### config.mk
export PLATFORM = sky130hd
export DESIGN_NAME = dfst_seq
export DESIGN_NICKNAME = d
export VERILOG_FILES = /design/src/sv/dfst_pkg.sv /design/src/sv/dfst_seq.sv
export SDC_FILE = /design/constraint.sdc
export NUM_CORES = 1
export LEC_CHECK = 0
export ABC_CLOCK_PERIOD_IN_PS = 4000
export BUFFER_PORTS_ARGS = -buffer_cell sky130_fd_sc_hd__buf_2
export CORE_MARGIN = 1
export CORE_UTILIZATION = 50
export DETAILED_ROUTE_END_ITERATION = 16
export GPL_ROUTABILITY_DRIVEN = 0
export PLACE_DENSITY = 0.74
export SETUP_SLACK_MARGIN = 0.1
export SLEW_MARGIN = 20
export SYNTH_ARGS = -nofsm -noshare
export SYNTH_HDL_FRONTEND = slang
export SYNTH_SLANG_ARGS = --single-unit
### constraint.sdc
create_clock -name i_clk -period 4 [get_ports i_clk]
set_input_delay 0 -clock i_clk [delete_from_list [all_inputs] [get_ports i_clk]]
set_output_delay 0 -clock i_clk [all_outputs]
set_load 0.02 [all_outputs]
### src/sv/dfst_pkg.sv
package dfst_pkg;

    typedef struct packed {
        logic [1:0] op;
        logic [5:0] vertex_a;
        logic [5:0] vertex_b;
    } t_in_word;

    typedef struct packed {
        logic [5:0] vertex;
        logic [6:0] discovery_number;
        logic [7:0] finish_number;
        logic       status;
        logic       last;
    } t_out_word;

    localparam logic [1:0] OP_ADD_EDGE = 2'd0;
    localparam logic [1:0] OP_SEARCH   = 2'd1;
    localparam logic [1:0] OP_CLEAR    = 2'd2;
    localparam logic [1:0] OP_NONE     = 2'd3;

    localparam logic STATUS_OK    = 1'b0;
    localparam logic STATUS_RANGE = 1'b1;

    localparam logic       REG_VCOUNT    = 1'b0;
    localparam logic [6:0] VCOUNT_RESET  = 7'd64;

    typedef logic [4:0] t_step;

    localparam t_step ST_IDLE     = 5'd0;
    localparam t_step ST_OP_NONE  = 5'd1;
    localparam t_step ST_OP_CLEAR = 5'd2;
    localparam t_step ST_OP_SRCH  = 5'd3;
    localparam t_step ST_EDGE_RD  = 5'd4;
    localparam t_step ST_EDGE_WA  = 5'd5;
    localparam t_step ST_EDGE_WB  = 5'd6;
    localparam t_step ST_CLEAR    = 5'd7;
    localparam t_step ST_SEARCH   = 5'd8;
    localparam t_step ST_INIT     = 5'd9;
    localparam t_step ST_SETTLE   = 5'd10;
    localparam t_step ST_CHECK    = 5'd11;
    localparam t_step ST_PUSHED   = 5'd12;
    localparam t_step ST_POP      = 5'd13;
    localparam t_step ST_POP_RD   = 5'd14;
    localparam t_step ST_EMIT     = 5'd15;
    localparam t_step ST_EMITTED  = 5'd16;
    localparam t_step ST_ERROR    = 5'd17;

    typedef enum logic [3:0] {
        C_NONE       = 4'd0,
        C_ALWAYS     = 4'd1,
        C_OP_NONE    = 4'd2,
        C_OP_CLEAR   = 4'd3,
        C_OP_SEARCH  = 4'd4,
        C_EDGE_BAD   = 4'd5,
        C_START_BAD  = 4'd6,
        C_CAND_ZERO  = 4'd7,
        C_DEPTH_ZERO = 4'd8
    } t_cond;

    typedef enum logic [1:0] {
        RS_CUR = 2'd0,
        RS_A   = 2'd1,
        RS_B   = 2'd2
    } t_rsel;

    typedef struct packed {
        logic  take;
        t_rsel adj_rsel;
        logic  we_a;
        logic  we_b;
        logic  clr;
        logic  init;
        logic  push;
        logic  pop;
        logic  emit_ok;
        logic  emit_err;
    } t_ctl;

    typedef struct packed {
        logic  gate;
        t_cond cond;
        t_step target;
        t_ctl  ops;
    } t_uword;

    typedef struct packed {
        logic op_none;
        logic op_clear;
        logic op_search;
        logic edge_bad;
        logic start_bad;
        logic cand_zero;
        logic depth_zero;
        logic out_free;
    } t_stat;

    function automatic t_uword dfst_urom(input t_step step);
        t_uword w;
        w = '0;
        w.ops.adj_rsel = RS_CUR;
        case (step)
            ST_IDLE: begin
                w.ops.take = 1'b1;
            end
            ST_OP_NONE: begin
                w.cond   = C_OP_NONE;
                w.target = ST_IDLE;
            end
            ST_OP_CLEAR: begin
                w.cond   = C_OP_CLEAR;
                w.target = ST_CLEAR;
            end
            ST_OP_SRCH: begin
                w.cond   = C_OP_SEARCH;
                w.target = ST_SEARCH;
            end
            ST_EDGE_RD: begin
                w.cond         = C_EDGE_BAD;
                w.target       = ST_IDLE;
                w.ops.adj_rsel = RS_A;
            end
            ST_EDGE_WA: begin
                w.ops.adj_rsel = RS_B;
                w.ops.we_a     = 1'b1;
            end
            ST_EDGE_WB: begin
                w.cond     = C_ALWAYS;
                w.target   = ST_IDLE;
                w.ops.we_b = 1'b1;
            end
            ST_CLEAR: begin
                w.cond    = C_ALWAYS;
                w.target  = ST_IDLE;
                w.ops.clr = 1'b1;
            end
            ST_SEARCH: begin
                w.cond   = C_START_BAD;
                w.target = ST_ERROR;
            end
            ST_INIT: begin
                w.ops.init = 1'b1;
            end
            ST_SETTLE: begin
                w.cond = C_NONE;
            end
            ST_CHECK: begin
                w.gate     = 1'b1;
                w.cond     = C_CAND_ZERO;
                w.target   = ST_POP;
                w.ops.push = 1'b1;
            end
            ST_PUSHED: begin
                w.cond   = C_ALWAYS;
                w.target = ST_CHECK;
            end
            ST_POP: begin
                w.ops.pop = 1'b1;
            end
            ST_POP_RD: begin
                w.cond = C_NONE;
            end
            ST_EMIT: begin
                w.cond        = C_DEPTH_ZERO;
                w.target      = ST_IDLE;
                w.ops.emit_ok = 1'b1;
            end
            ST_EMITTED: begin
                w.cond   = C_ALWAYS;
                w.target = ST_CHECK;
            end
            ST_ERROR: begin
                w.cond         = C_ALWAYS;
                w.target       = ST_IDLE;
                w.ops.emit_err = 1'b1;
            end
            default: begin
                w.cond   = C_ALWAYS;
                w.target = ST_IDLE;
            end
        endcase
        return w;
    endfunction

endpackage

### src/sv/dfst_seq.sv
module dfst_seq (
    input  logic          i_clk,
    input  logic          i_rst_n,
    input  logic          i_in_valid,
    input  dfst_pkg::t_stat i_stat,
    output dfst_pkg::t_ctl  o_ctl,
    output logic          o_in_stall
);

    dfst_pkg::t_step  r_upc;
    dfst_pkg::t_step  n_upc;
    dfst_pkg::t_uword w;
    logic             cond_true;
    logic             hold;
    logic             fire;

    assign w = dfst_pkg::dfst_urom(r_upc);

    always_comb begin
        case (w.cond)
            dfst_pkg::C_NONE:       cond_true = 1'b0;
            dfst_pkg::C_ALWAYS:     cond_true = 1'b1;
            dfst_pkg::C_OP_NONE:    cond_true = i_stat.op_none;
            dfst_pkg::C_OP_CLEAR:   cond_true = i_stat.op_clear;
            dfst_pkg::C_OP_SEARCH:  cond_true = i_stat.op_search;
            dfst_pkg::C_EDGE_BAD:   cond_true = i_stat.edge_bad;
            dfst_pkg::C_START_BAD:  cond_true = i_stat.start_bad;
            dfst_pkg::C_CAND_ZERO:  cond_true = i_stat.cand_zero;
            dfst_pkg::C_DEPTH_ZERO: cond_true = i_stat.depth_zero;
            default:                cond_true = 1'b0;
        endcase
    end

    assign hold = (w.ops.take && !i_in_valid)
               || ((w.ops.emit_ok || w.ops.emit_err) && !i_stat.out_free);
    assign fire = !hold && !(w.gate && cond_true);

    always_comb begin
        o_ctl          = '0;
        o_ctl.adj_rsel = w.ops.adj_rsel;
        if (fire) begin
            o_ctl = w.ops;
        end
    end

    always_comb begin
        if (hold) begin
            n_upc = r_upc;
        end else if (cond_true) begin
            n_upc = w.target;
        end else begin
            n_upc = r_upc + 5'd1;
        end
    end

    always_ff @(posedge i_clk) begin
        if (!i_rst_n) begin
            r_upc <= dfst_pkg::ST_IDLE;
        end else begin
            r_upc <= n_upc;
        end
    end

    assign o_in_stall = !w.ops.take;

endmodule

==> impl_metrics.env, run 1 <==
export IMPL_antenna_found_initial=0
export IMPL_r2r_cells=9
export IMPL_synth_area_mux_share_pct=10.3
export IMPL_final_nets=143
export IMPL_maxCapViolations=0
export IMPL_dpl_cell_area_um2=880
export IMPL_postLayoutCoreUtil_pct=65.5
export IMPL_synthXorXnorAreaFrac_pct=1.11
export IMPL_row_count=13
export IMPL_grt_pass1_vias=741
export IMPL_synth_top_area_share_pct=12.7
export IMPL_rsz0062_at_grt="false"
export IMPL_fmax_ghz=0.348
export IMPL_fp_dieW_um=41.7
export IMPL_p_per_area_nw_per_um2=768
export IMPL_slew_violations=0
export IMPL_cts_sinks=5
export IMPL_clk_latency_ps=230
export IMPL_htreeDepth=1
export IMPL_wl_per_cell_um=14.0
export IMPL_synth_common_cells="nor2_1 (13), nand2_1 (12), inv_1 (7), mux2i_1 (7)"
export IMPL_largest_register_ffs=5
export IMPL_start_kind="register"
export IMPL_grt_use_total_pct=22.7
export IMPL_clk_pin_slew_ps=40
export IMPL_hold_depth=2
export IMPL_avgSynthCellArea_um2=7.45
export IMPL_cts_buffers=3
export IMPL_yosysTopAreaCell="dfxtp_1"
export IMPL_vias_per_cell=6.18
export IMPL_synth_area_leaders="dfxtp_1 (13%), mux2i_1 (8.9%), ha_1 (7.9%), nor2_1 (6.2%), nand2_1 (5.7%)"
export IMPL_overflow=0
export IMPL_portBuffers=22
export IMPL_clk_path_buf_depth=2
export IMPL_yosys_warnings=0
export IMPL_top_register="r_upc"
export IMPL_die_y_um=41.7
export IMPL_hold_viol=0
export IMPL_peakVddDrop_mv=0.374
export IMPL_crit_required_ps=4170
export IMPL_worstPathMaxFanout=10
export IMPL_drt_pass1_iterations=4
export IMPL_clockRootBuffer="clkbuf_4"
export IMPL_worstMarginPinSlew_ps=834
export IMPL_syn_nets=122
export IMPL_pwr_share_seq_pct=14.6
export IMPL_synth_top_family_by_area="compound AO/OA/AOI/OAI gates"
export IMPL_async_flop_share_pct=0
export IMPL_antenna_cells=0
export IMPL_status="finished, final reports clean"
export IMPL_synth_compound_area_share_pct=30.1
export IMPL_clock_power_share_pct=8.0
export IMPL_synthFlopType="dfxtp_1"
export IMPL_netSwitchingFraction_pct=55.7
export IMPL_p_int_uw=308
export IMPL_dieArea_um2=1740
export IMPL_cp_end_kind="register"
export IMPL_synth_seq_cells=5
export IMPL_coreArea_um2=1380
export IMPL_floorplan_initialDensity_pct=57.1
export IMPL_vias=872
export IMPL_area_delta_synth_final_pct=14.7
export IMPL_ios=23
export IMPL_hold_path_end="r_upc[2]$_SDFFE_PN0N_"
export IMPL_p_comb_share_pct=77.4
export IMPL_drt_iter0_markers=30
export IMPL_timing_rr_end="r_upc[1]$_SDFFE_PN0N_"
export IMPL_hold_buffers=0
export IMPL_worst_setup_path_type="reg -> reg"
export IMPL_cp_arrival_ps=3040
export IMPL_hp_class="in -> reg"
export IMPL_post_route_period_util_pct=71.8
export IMPL_synth_simple_area_share_pct=29.6
export IMPL_leakagePower_nw=0.370
export IMPL_synth_fa_ha_area_share_pct=7.92
export IMPL_grt_pass1_wl_mm=3.11
export IMPL_fin_setup_tns_ps=0
export IMPL_period_needed_ps=2870
export IMPL_stdcell_area_um2=906
export IMPL_setup_viol=0
export IMPL_synth_seq_area_share_pct=12.7
export IMPL_cts_repair_resized=0
export IMPL_cts_tree="yes"
export IMPL_slew_limit_headroom_pct=44.4
export IMPL_hpwlAfterDp_mm=1.53
export IMPL_syn_inst=106
export IMPL_grt_max_degree=20
export IMPL_synth_edf_count=0
export IMPL_routed_wl_mm=1.97
export IMPL_top_regs="r_upc x5"
export IMPL_yosysMostFrequentCell="nor2_1"
export IMPL_synth_cell_types=43
export IMPL_p_switching_uw=388
export IMPL_rr_startpoint="r_upc[0]$_SDFFE_PN0N_"
export IMPL_drive_gt1_share_pct=24.6
export IMPL_syn_area_um2=790
export IMPL_fin_skew_ps=0.848
export IMPL_r2r_slack_ps=1130
export IMPL_startpoint="r_upc[0]$_SDFFE_PN0N_"
export IMPL_cts_setup_buffers=0
export IMPL_antenna_left=0
export IMPL_hp_start="i_rst_n"
export IMPL_drc=0
==> per-stage QoR <==
| step | setup WS, ps | cells | total power [mW] | hold slack [ps] |
|---|---|---|---|---|
| global route | 975 | 141 | 0.758 | 62.7 |
| CTS | 1150 | 141 | 0.695 | 51.9 |
| detailed placement | 1150 | 137 | 0.635 | 301 |
| floorplan | 1290 | 106 | 0.526 | 142 |
| global placement | 1230 | 137 | 0.625 | 308 |
| finish | 1130 | 141 | 0.696 | 63.4 |
==> worst max-delay path by stage <==
| stage | to | slack, ps | depth (start not counted) |
|---|---|---|---|
| 2_1_floorplan | r_upc[1]$_SDFFE_PN0N_ | 1290 | 10 |
| 3_3_place_gp | r_upc[1]$_SDFFE_PN0N_ | 1230 | 9 |
| 3_5_place_dp | r_upc[1]$_SDFFE_PN0N_ | 1150 | 9 |
| 4_1_cts | o_ctl[4] | 1150 | 9 |
| 5_1_grt | o_ctl[4] | 970 | 9 |
| 6_report | r_upc[1]$_SDFFE_PN0N_ | 1130 | 9 |
==> area by class of cell <==
type,count,area (um2)
Multi-Input combinational cell,88,624
Fill cell,135,477
Timing Repair Buffer,22,110
Sequential cell,5,100
Clock buffer,4,26.3
Inverter,7,26.3
Tap cell,15,18.8
==> metal layers <==
metal | global-route usage, % | wire, um | vias to the layer above
met5 | 0 | 0 | -
met4 | 14.2 | 13 | 0
met3 | 3.48 | 103 | 2
met2 | 37.2 | 971 | 28
met1 | 27.3 | 880 | 409
li1 | - | - | 433
==> cells in the final DEF, fill, tap and decap left out, types with 3 or more instances in the layout <==
cell type  netlist  final
clkbuf_4         0      3
nand2b_1         3      3
o22ai_1          3      3
dfxtp_1          5      5
nor3_1           3      3
nand2_1         12     12
nand3_1          3      3
buf_2            1     22
ha_1             5      5
inv_1            7      7
nor2_1          13     13
mux2i_1          7      7
a21oi_1          5      5
==> power groups by stage <==
| stage | Clock [mW] | Combinational [mW] | Sequential, mW |
|---|---|---|---|
| final | 0.0557 | 0.539 | 0.102 |
| after floorplan | 0 | 0.446 | 0.0797 |
| after CTS | 0.0593 | 0.536 | 0.100 |
| after global placement | 0 | 0.525 | 0.100 |
| after detailed placement | 0 | 0.534 | 0.101 |
| after global routing | 0.0641 | 0.589 | 0.105 |
==> cells by family after synthesis <==
family	after synthesis
buffers and inverters	13
and+or+nand+nor	46
xor gates and xnor gates	1
AOI/OAI and AO/OA	28
adders and majority gates	5
DFF	5
muxes	8
==> worst max-delay path, cell delays in order (launching register included) <==
cell and delay (ps):
dfxtp_1 400, ha_1 390, nand2_1 120, nor2_1 120, ha_1 230, o2111a_2 240
or4b_4 470, a22oi_4 340, mux2_1 350, a21oi_1 130
No activity file was read; power rests on OpenSTA's default activity.
==> inputs of run 2 (changes only) <==
--- a/config.mk
+++ b/config.mk
@@ -5,13 +5,14 @@
 export SDC_FILE = /design/constraint.sdc
 export NUM_CORES = 1
 export LEC_CHECK = 0
-export ABC_CLOCK_PERIOD_IN_PS = 4000
+export ABC_AREA = 1
+export ABC_CLOCK_PERIOD_IN_PS = 3000
 export BUFFER_PORTS_ARGS = -buffer_cell sky130_fd_sc_hd__buf_2
 export CORE_MARGIN = 1
 export CORE_UTILIZATION = 50
 export DETAILED_ROUTE_END_ITERATION = 16
 export GPL_ROUTABILITY_DRIVEN = 0
-export PLACE_DENSITY = 0.74
+export PLACE_DENSITY = 0.73
 export SETUP_SLACK_MARGIN = 0.1
 export SLEW_MARGIN = 20
 export SYNTH_ARGS = -nofsm -noshare
==> constraint.sdc (replaced) <==
create_clock -name i_clk -period 3 [get_ports i_clk]
set_input_delay 0 -clock i_clk [delete_from_list [all_inputs] [get_ports i_clk]]
set_output_delay 0 -clock i_clk [all_outputs]
set_load 0.02 [all_outputs]
==> run 2 against run 1 <==
  * Register-to-register slack worse by 210 ps
  * Critical path depth up 3
  * Combinational power up 100%
  * Largest cell class unchanged
  * Critical endpoint is now o_ctl[2]
  * Critical path type is now reg -> out
==> impl_metrics.env, run 2 <==
export IMPL_setup_viol=0
export IMPL_dp_cells=193
export IMPL_yosysMostFrequentCell="nand2_1"
export IMPL_grt_pass1_wl_mm=4.09
export IMPL_die_y_um=44.2
export IMPL_period_needed_ps=2420
export IMPL_crit_path_end="o_ctl[2]"
export IMPL_netSwitchingFraction_pct=62.1
export IMPL_vias_per_cell=5.42
export IMPL_syn_inst=156
export IMPL_cp_arrival_ps=2420
export IMPL_vias=1068
export IMPL_async_flop_share_pct=0
export IMPL_synth_top_area_share_pct=13.5
export IMPL_worstMarginPinSlew_ps=415
export IMPL_r2r_cells=14
export IMPL_status="finished, final reports clean"
export IMPL_yosys_warnings=0
export IMPL_yosysTopAreaCell="nand3_1"
export IMPL_row_count=14
export IMPL_top_regs="r_upc x5"
export IMPL_final_common_cell="nand2_1"
export IMPL_peakVddDrop_mv=0.606
export IMPL_clockRootBuffer="clkbuf_4"
export IMPL_p_total_mw=1.31
export IMPL_rsz0062_at_grt="false"
export IMPL_hold_buffers=0
export IMPL_post_route_period_util_pct=80.7
export IMPL_cts_buffers=3
export IMPL_antenna_found_initial=0
export IMPL_start_kind="register"
export IMPL_fmax_ghz=0.413
export IMPL_postLayoutCoreUtil_pct=66.0
export IMPL_synth_cell_types=25
export IMPL_htreeDepth=1
export IMPL_routed_wl_mm=2.38
export IMPL_slew_violations=0
export IMPL_synth_area_leaders="nand3_1 (13%), nand2_1 (13%), dfxtp_1 (11%), inv_1 (11%), nor2_1 (10%)"
export IMPL_antenna_left=0
export IMPL_hold_viol=0
export IMPL_clock_power_share_pct=6.2
export IMPL_p_switching_uw=815
export IMPL_cts_sinks=5
export IMPL_grt_max_degree=9
export IMPL_slew_limit_headroom_pct=72.3
export IMPL_clk_path_buf_depth=2
export IMPL_synth_seq_cells=5
export IMPL_dieArea_um2=1950
export IMPL_synth_edf_count=0
export IMPL_leakagePower_nw=0.631
export IMPL_syn_nets=172
export IMPL_avgSynthCellArea_um2=5.71
export IMPL_overflow=0
export IMPL_worst_setup_path_type="reg -> out"
export IMPL_top_register="r_upc"
export IMPL_antenna_cells=0
export IMPL_final_cell_mix="nand2_1 (31), inv_1 (26), nor2_1 (24), nand3_1 (24), buf_2 (22)"
export IMPL_fin_setup_tns_ps=0
export IMPL_clk_pin_slew_ps=50
export IMPL_final_nets=198
export IMPL_p_int_uw=497
export IMPL_cts_tree="yes"
export IMPL_synthFlopType="dfxtp_1"
export IMPL_r2r_slack_ps=920
export IMPL_synth_seq_area_share_pct=11.2
export IMPL_pwr_share_seq_pct=11.8
export IMPL_hpwlAfterDp_mm=1.98
export IMPL_grt_use_total_pct=28.4
export IMPL_floorplan_initialDensity_pct=56.5
export IMPL_grt_pass1_vias=950
export IMPL_coreArea_um2=1580
export IMPL_fp_dieW_um=44.2
export IMPL_worstPathMaxFanout=5
export IMPL_timing_rr_end="r_upc[0]$_SDFFE_PN0N_"
export IMPL_portBuffers=22
export IMPL_ios=23
export IMPL_drc=0
export IMPL_startpoint="r_upc[0]$_SDFFE_PN0N_"
export IMPL_drt_pass1_iterations=6
export IMPL_area_delta_synth_final_pct=16.9
export IMPL_drt_iter0_markers=43
export IMPL_maxCapViolations=0
export IMPL_p_per_area_nw_per_um2=1260
export IMPL_rr_startpoint="r_upc[0]$_SDFFE_PN0N_"
export IMPL_cts_repair_resized=0
export IMPL_wl_per_cell_um=12.1
export IMPL_hp_class="in -> reg"
export IMPL_p_comb_share_pct=82.0
export IMPL_instances_no_fill=197
export IMPL_cp_end_kind="output port"
export IMPL_fin_skew_ps=3.47
export IMPL_drive_gt1_share_pct=26.5
export IMPL_crit_required_ps=3000
export IMPL_cts_setup_buffers=0
export IMPL_clk_latency_ps=250
export IMPL_synth_common_cells="nand2_1 (31), inv_1 (26), nand3_1 (24), nor2_1 (24), nor2_2 (6)"
export IMPL_largest_register_ffs=5
export IMPL_syn_area_um2=891
-- run 2: final cells by class --
type,count,area [um2]
Timing Repair Buffer,22,110
Inverter,28,105
Fill cell,174,536
Multi-Input combinational cell,122,678
Clock buffer,3,22.5
Tap cell,16,20.0
Sequential cell,5,100
Clock inverter,1,5.00
-- run 2: critical path: stages (launching register included) --
cell and delay, ps:
dfxtp_1 370, ha_1 230, inv_1 100, nor2_1 140, ha_1 260, nand2_1 90, nor2_2 130, nand3_1 120
nand2_1 210, nand2_4 90, o21ai_4 190, nor2_1 60, buf_2 160
-- run 2: metrics by stage --
step	setup slack, ps	area (um2)	hold WS (ps)
floorplan	971	891	248
detailed placement	888	1010	386
CTS	609	1040	119
finish	579	1040	118
global placement	928	1010	364
global route	372	1040	144
-- run 2: power groups by stage --
stage	Clock, mW	Combinational [mW]	Sequential, mW
final	0.0811	1.08	0.155
after global routing	0.0900	1.20	0.160
after CTS	0.0845	1.06	0.153
after detailed placement	0	1.06	0.155
after global placement	0	1.05	0.154
after floorplan	0	0.873	0.127
-- run 2: logic make-up (layout without fill, tap and decap cells) --
kind of cell	count (synthesis)	after routing	synth area share [%]
buf+inv	29	54	12.6
compound gates	15	15	11.4
flops	5	5	11.2
simple gates	101	101	56.7
fa+ha+maj	5	5	7.02
xor+xnor	1	1	0.983
-- run 2: worst min path at each step --
stage                                        to    start  cells past startpoint  slack (ps)
after CTS                 r_upc[0]$_SDFFE_PN0N_  i_rst_n                      5         120
after global placement    r_upc[1]$_SDFFE_PN0N_  i_rst_n                      5         360
final                     r_upc[0]$_SDFFE_PN0N_  i_rst_n                      5         120
after global routing      r_upc[1]$_SDFFE_PN0N_  i_rst_n                      5         140
after detailed placement  r_upc[0]$_SDFFE_PN0N_  i_rst_n                      5         390
after floorplan           r_upc[0]$_SDFFE_PN0N_  i_rst_n                      4         250
-- run 2: routing by layer --
layer	wire, um	global-route usage [%]	vias up
met5	0	0	-
met4	30	12.7	0
met3	127	2.45	3
met2	1060	43.5	39
met1	1160	40.2	477
li1	-	-	549
==> inputs of run 3 (changes only) <==
--- a/config.mk
+++ b/config.mk
@@ -5,14 +5,14 @@
 export SDC_FILE = /design/constraint.sdc
 export NUM_CORES = 1
 export LEC_CHECK = 0
-export ABC_AREA = 1
-export ABC_CLOCK_PERIOD_IN_PS = 3000
+export ABC_AREA = 0
+export ABC_CLOCK_PERIOD_IN_PS = 1950
 export BUFFER_PORTS_ARGS = -buffer_cell sky130_fd_sc_hd__buf_2
 export CORE_MARGIN = 1
-export CORE_UTILIZATION = 50
+export CORE_UTILIZATION = 46
 export DETAILED_ROUTE_END_ITERATION = 16
 export GPL_ROUTABILITY_DRIVEN = 0
-export PLACE_DENSITY = 0.73
+export PLACE_DENSITY = 0.72
 export SETUP_SLACK_MARGIN = 0.1
 export SLEW_MARGIN = 20
 export SYNTH_ARGS = -nofsm -noshare
==> constraint.sdc (replaced) <==
create_clock -name i_clk -period 1.95 [get_ports i_clk]
set_input_delay 0 -clock i_clk [delete_from_list [all_inputs] [get_ports i_clk]]
set_output_delay 0 -clock i_clk [all_outputs]
set_load 0.02 [all_outputs]
==> run 3 against run 2 <==
  * Area after synthesis down 11%
  * The flow now stops in global routing
  * Synthesized cell count down 32%
==> impl_metrics.env, run 3 <==
export IMPL_status="did not finish"
export IMPL_stop_stage="global routing"
export IMPL_stop_error="[ERROR DPL-0033] detailed placement checks failed during check placement."
export IMPL_portBuffers=22
export IMPL_syn_area_um2=790
export IMPL_antenna_found_initial=0
export IMPL_synth_area_leaders="dfxtp_1 (13%), mux2i_1 (8.9%), ha_1 (7.9%), nor2_1 (6.2%), nand2_1 (5.7%)"
export IMPL_synth_simple_area_share_pct=29.6
export IMPL_cts_sinks=5
export IMPL_synth_area_mux_share_pct=10.3
export IMPL_synth_cell_types=43
export IMPL_synth_fa_ha_area_share_pct=7.92
export IMPL_avgSynthCellArea_um2=7.45
export IMPL_floorplan_initialDensity_pct=50.6
export IMPL_async_flop_share_pct=0
export IMPL_fp_dieW_um=43.4
export IMPL_synth_top_area_share_pct=12.7
export IMPL_synthFlopType="dfxtp_1"
export IMPL_ios=23
export IMPL_synth_seq_cells=5
export IMPL_synth_compound_area_share_pct=30.1
export IMPL_synth_seq_area_share_pct=12.7
export IMPL_syn_nets=122
export IMPL_yosysTopAreaCell="dfxtp_1"
export IMPL_synth_top_family_by_area="compound AO/OA/AOI/OAI gates"
export IMPL_die_y_um=43.4
export IMPL_dpl_cell_area_um2=1220
export IMPL_clockRootBuffer="clkbuf_4"
export IMPL_syn_inst=106
export IMPL_hpwlAfterDp_mm=2.08
export IMPL_clk_path_buf_depth=2
export IMPL_yosys_warnings=0
export IMPL_synth_edf_count=0
export IMPL_synth_common_cells="nor2_1 (13), nand2_1 (12), inv_1 (7), mux2i_1 (7)"
export IMPL_yosysMostFrequentCell="nor2_1"
export IMPL_dp_cells=178
export IMPL_grt_max_degree=13
export IMPL_cts_buffers=3
export IMPL_row_count=14
export IMPL_htreeDepth=1
export IMPL_grt_worst_endpoint="r_upc[3]$_SDFFE_PN0N_/D"
export IMPL_worstEpCategory="register data pin"
export IMPL_synthXorXnorAreaFrac_pct=1.11
run 3: cells by family after synthesis:
family | count (synthesis)
compound gates | 28
xor+xnor | 1
fa+ha+maj | 5
buf+inv | 13
flops | 5
mux | 8
simple gates | 46
run 3: stage by stage:
step | util, % | setup TNS [ps] | setup slack (ps)
after floorplan | - | -2310 | -459
after global placement | 78.4 | -2440 | -431
after detailed placement | 78.4 | -3190 | -579
after CTS | 87.1 | -3950 | -509
run 3: repair_timing:
action,CTS
resized for setup,21
endpoints found under the setup margin,11
gates cloned,0
pin swaps,11
setup buffers,2
hold buffers,0
==> inputs of run 4 (changes only) <==
--- a/config.mk
+++ b/config.mk
@@ -6,14 +6,13 @@
 export NUM_CORES = 1
 export LEC_CHECK = 0
 export ABC_AREA = 0
-export ABC_CLOCK_PERIOD_IN_PS = 1950
+export ABC_CLOCK_PERIOD_IN_PS = 2550
 export BUFFER_PORTS_ARGS = -buffer_cell sky130_fd_sc_hd__buf_2
-export CORE_MARGIN = 1
-export CORE_UTILIZATION = 46
+export CORE_AREA = 2 2 63 65
 export DETAILED_ROUTE_END_ITERATION = 16
+export DIE_AREA = 0 0 65 67
 export GPL_ROUTABILITY_DRIVEN = 0
-export PLACE_DENSITY = 0.72
-export SETUP_SLACK_MARGIN = 0.1
+export PLACE_DENSITY_LB_ADDON = 0.15
 export SLEW_MARGIN = 20
 export SYNTH_ARGS = -nofsm -noshare
 export SYNTH_HDL_FRONTEND = slang
==> constraint.sdc (replaced) <==
create_clock -name i_clk -period 2.55 [get_ports i_clk]
set_input_delay 0 -clock i_clk [delete_from_list [all_inputs] [get_ports i_clk]]
set_output_delay 0 -clock i_clk [all_outputs]
set_load 0.02 [all_outputs]
==> run 4 against run 3 <==
  * The run now ends clean
==> impl_metrics.env, run 4 (synthesis results as in run 1) <==
export IMPL_drt_iter0_markers=31
export IMPL_final_nets=159
export IMPL_antenna_left=0
export IMPL_stdcell_area_um2=1150
export IMPL_fp_dieW_um=65
export IMPL_clk_path_buf_depth=2
export IMPL_slew_limit_headroom_pct=72.1
export IMPL_multi_input_area_um2=668
export IMPL_grt_pass1_wl_mm=4.11
export IMPL_dp_cells=185
export IMPL_cp_arrival_ps=2440
export IMPL_timing_critical_path_buf_inv=3
export IMPL_die_y_um=67
export IMPL_ios=23
export IMPL_crit_required_ps=2550
export IMPL_maxCapViolations=0
export IMPL_dieArea_um2=4360
export IMPL_slowest_stage="or3b_2"
export IMPL_clk_latency_ps=210
export IMPL_drt_pass1_iterations=4
export IMPL_top_regs="r_upc x5"
export IMPL_largest_register_ffs=5
export IMPL_drc=0
export IMPL_worstMarginPinSlew_ps=413
export IMPL_vias=954
export IMPL_post_route_period_util_pct=95.6
export IMPL_cp_end_kind="output port"
export IMPL_period_needed_ps=2440
export IMPL_drive_gt1_share_pct=40.8
export IMPL_vias_per_cell=5.02
export IMPL_r2r_cells=9
export IMPL_grt_pass1_vias=888
export IMPL_hold_buffers=0
export IMPL_critPathTopFamily="compound AO/OA/AOI/OAI gates"
export IMPL_cp_depth=10
export IMPL_slew_violations=0
export IMPL_htreeDepth=1
export IMPL_worstPathMaxFanout=9
export IMPL_dpl_cell_area_um2=1050
export IMPL_grt_use_total_pct=12.1
export IMPL_crit_chain="ha_1 -> buf_4 -> or3b_2 -> a41oi_2 -> mux2i_1 -> o311ai_2 -> a22oi_4 -> buf_6 -> a211oi_2 -> buf_2"
export IMPL_floorplan_initialDensity_pct=21.9
export IMPL_cts_buffers=3
export IMPL_worst_setup_path_type="reg -> out"
export IMPL_fin_setup_tns_ps=0
export IMPL_peakVddDrop_mv=0.348
export IMPL_clockRootBuffer="clkbuf_8"
export IMPL_fin_skew_ps=0.975
export IMPL_antenna_found_initial=0
export IMPL_setup_viol=0
export IMPL_final_cell_mix="buf_2 (22), buf_4 (14), nor2_1 (12)"
export IMPL_cts_sinks=5
export IMPL_cts_tree="yes"
export IMPL_overflow=0
export IMPL_top_register="r_upc"
export IMPL_ff_latch_area_um2=104
export IMPL_area_delta_synth_final_pct=45.6
export IMPL_leakagePower_nw=0.467
export IMPL_status="finished, final reports clean"
export IMPL_antenna_cells=0
export IMPL_hold_depth=2
export IMPL_pre_cts_ws_ps=69.6
export IMPL_max_stage_delay_ps=460
export IMPL_setup_ws_ps=113
export IMPL_coreArea_um2=3610
export IMPL_hpwlAfterDp_mm=2.08
export IMPL_wl_per_cell_um=13.5
export IMPL_clk_pin_slew_ps=40
export IMPL_fill_cells=397
export IMPL_portBuffers=22
export IMPL_final_common_cell="buf_2"
export IMPL_routed_wl_mm=2.57
export IMPL_hp_class="in -> reg"
export IMPL_row_count=22
export IMPL_start_kind="register"
export IMPL_p_per_area_nw_per_um2=1250
export IMPL_grt_max_degree=14
export IMPL_hold_viol=0
export IMPL_fmax_ghz=0.410
export IMPL_hold_ws_ps=71.6
export IMPL_instances_no_fill=190
run 4: metrics by stage:
step | util (%) | power (mW)
2_1_floorplan | - | 0.827
3_3_place_gp | 29.1 | 1.21
3_5_place_dp | 29.1 | 1.19
4_1_cts | 30.4 | 1.35
5_1_grt | 31.9 | 1.57
6_report | 31.9 | 1.44
run 4: final timing paths:
path	slack, ps	end	start
setup reg to reg	170	r_upc[1]$_SDFFE_PN0N_	r_upc[1]$_SDFFE_PN0N_
hold / removal	70	r_upc[2]$_SDFFE_PN0N_	i_rst_n
setup / recovery	110	o_ctl[4]	r_upc[0]$_SDFFE_PN0N_
hold reg to reg	490	r_upc[1]$_SDFFE_PN0N_	r_upc[1]$_SDFFE_PN0N_
run 4: worst register-to-register path, stage by stage, from the launching register on:
cell	delay, ps
dfxtp_2	360
inv_1	70
ha_2	210
nor2b_1	150
nand2_1	110
o2111a_2	230
or4b_4	470
a22oi_4	230
mux2_1	340
a21oi_1	140
run 4: cell type report:
class | count | area share (%)
inverters | 7 | 2.29
clock buffers | 4 | 3.92
well taps | 48 | 5.22
flip-flops and latches | 5 | 9.03
repair buffers | 38 | 21.4
multi-input cells | 88 | 58.1
run 4: report_power, final:
group / switching [mW] / leakage (nW) / internal (mW)
clock: 0.0362 / 0.0228 / 0.107
combinational: 0.636 / 0.402 / 0.514
sequential: 0.0419 / 0.0419 / 0.108
run 4: routing by layer:
layer	GRT usage (%)	wire length [um]	vias to the layer above
met4	3.46	58	0
met5	0	0	-
met2	20.1	1220	33
met1	15.5	1120	445
li1	-	-	468
met3	2.70	162	8
run 4: timing repair:
| action | 4_1_cts | 5_1_grt |
|---|---|---|
| pin swaps | 0 | 1 |
| buffers inserted | 0 | 1 |
| gates resized for setup | 1 | 11 |
| endpoints found under the setup margin | 2 | 6 |
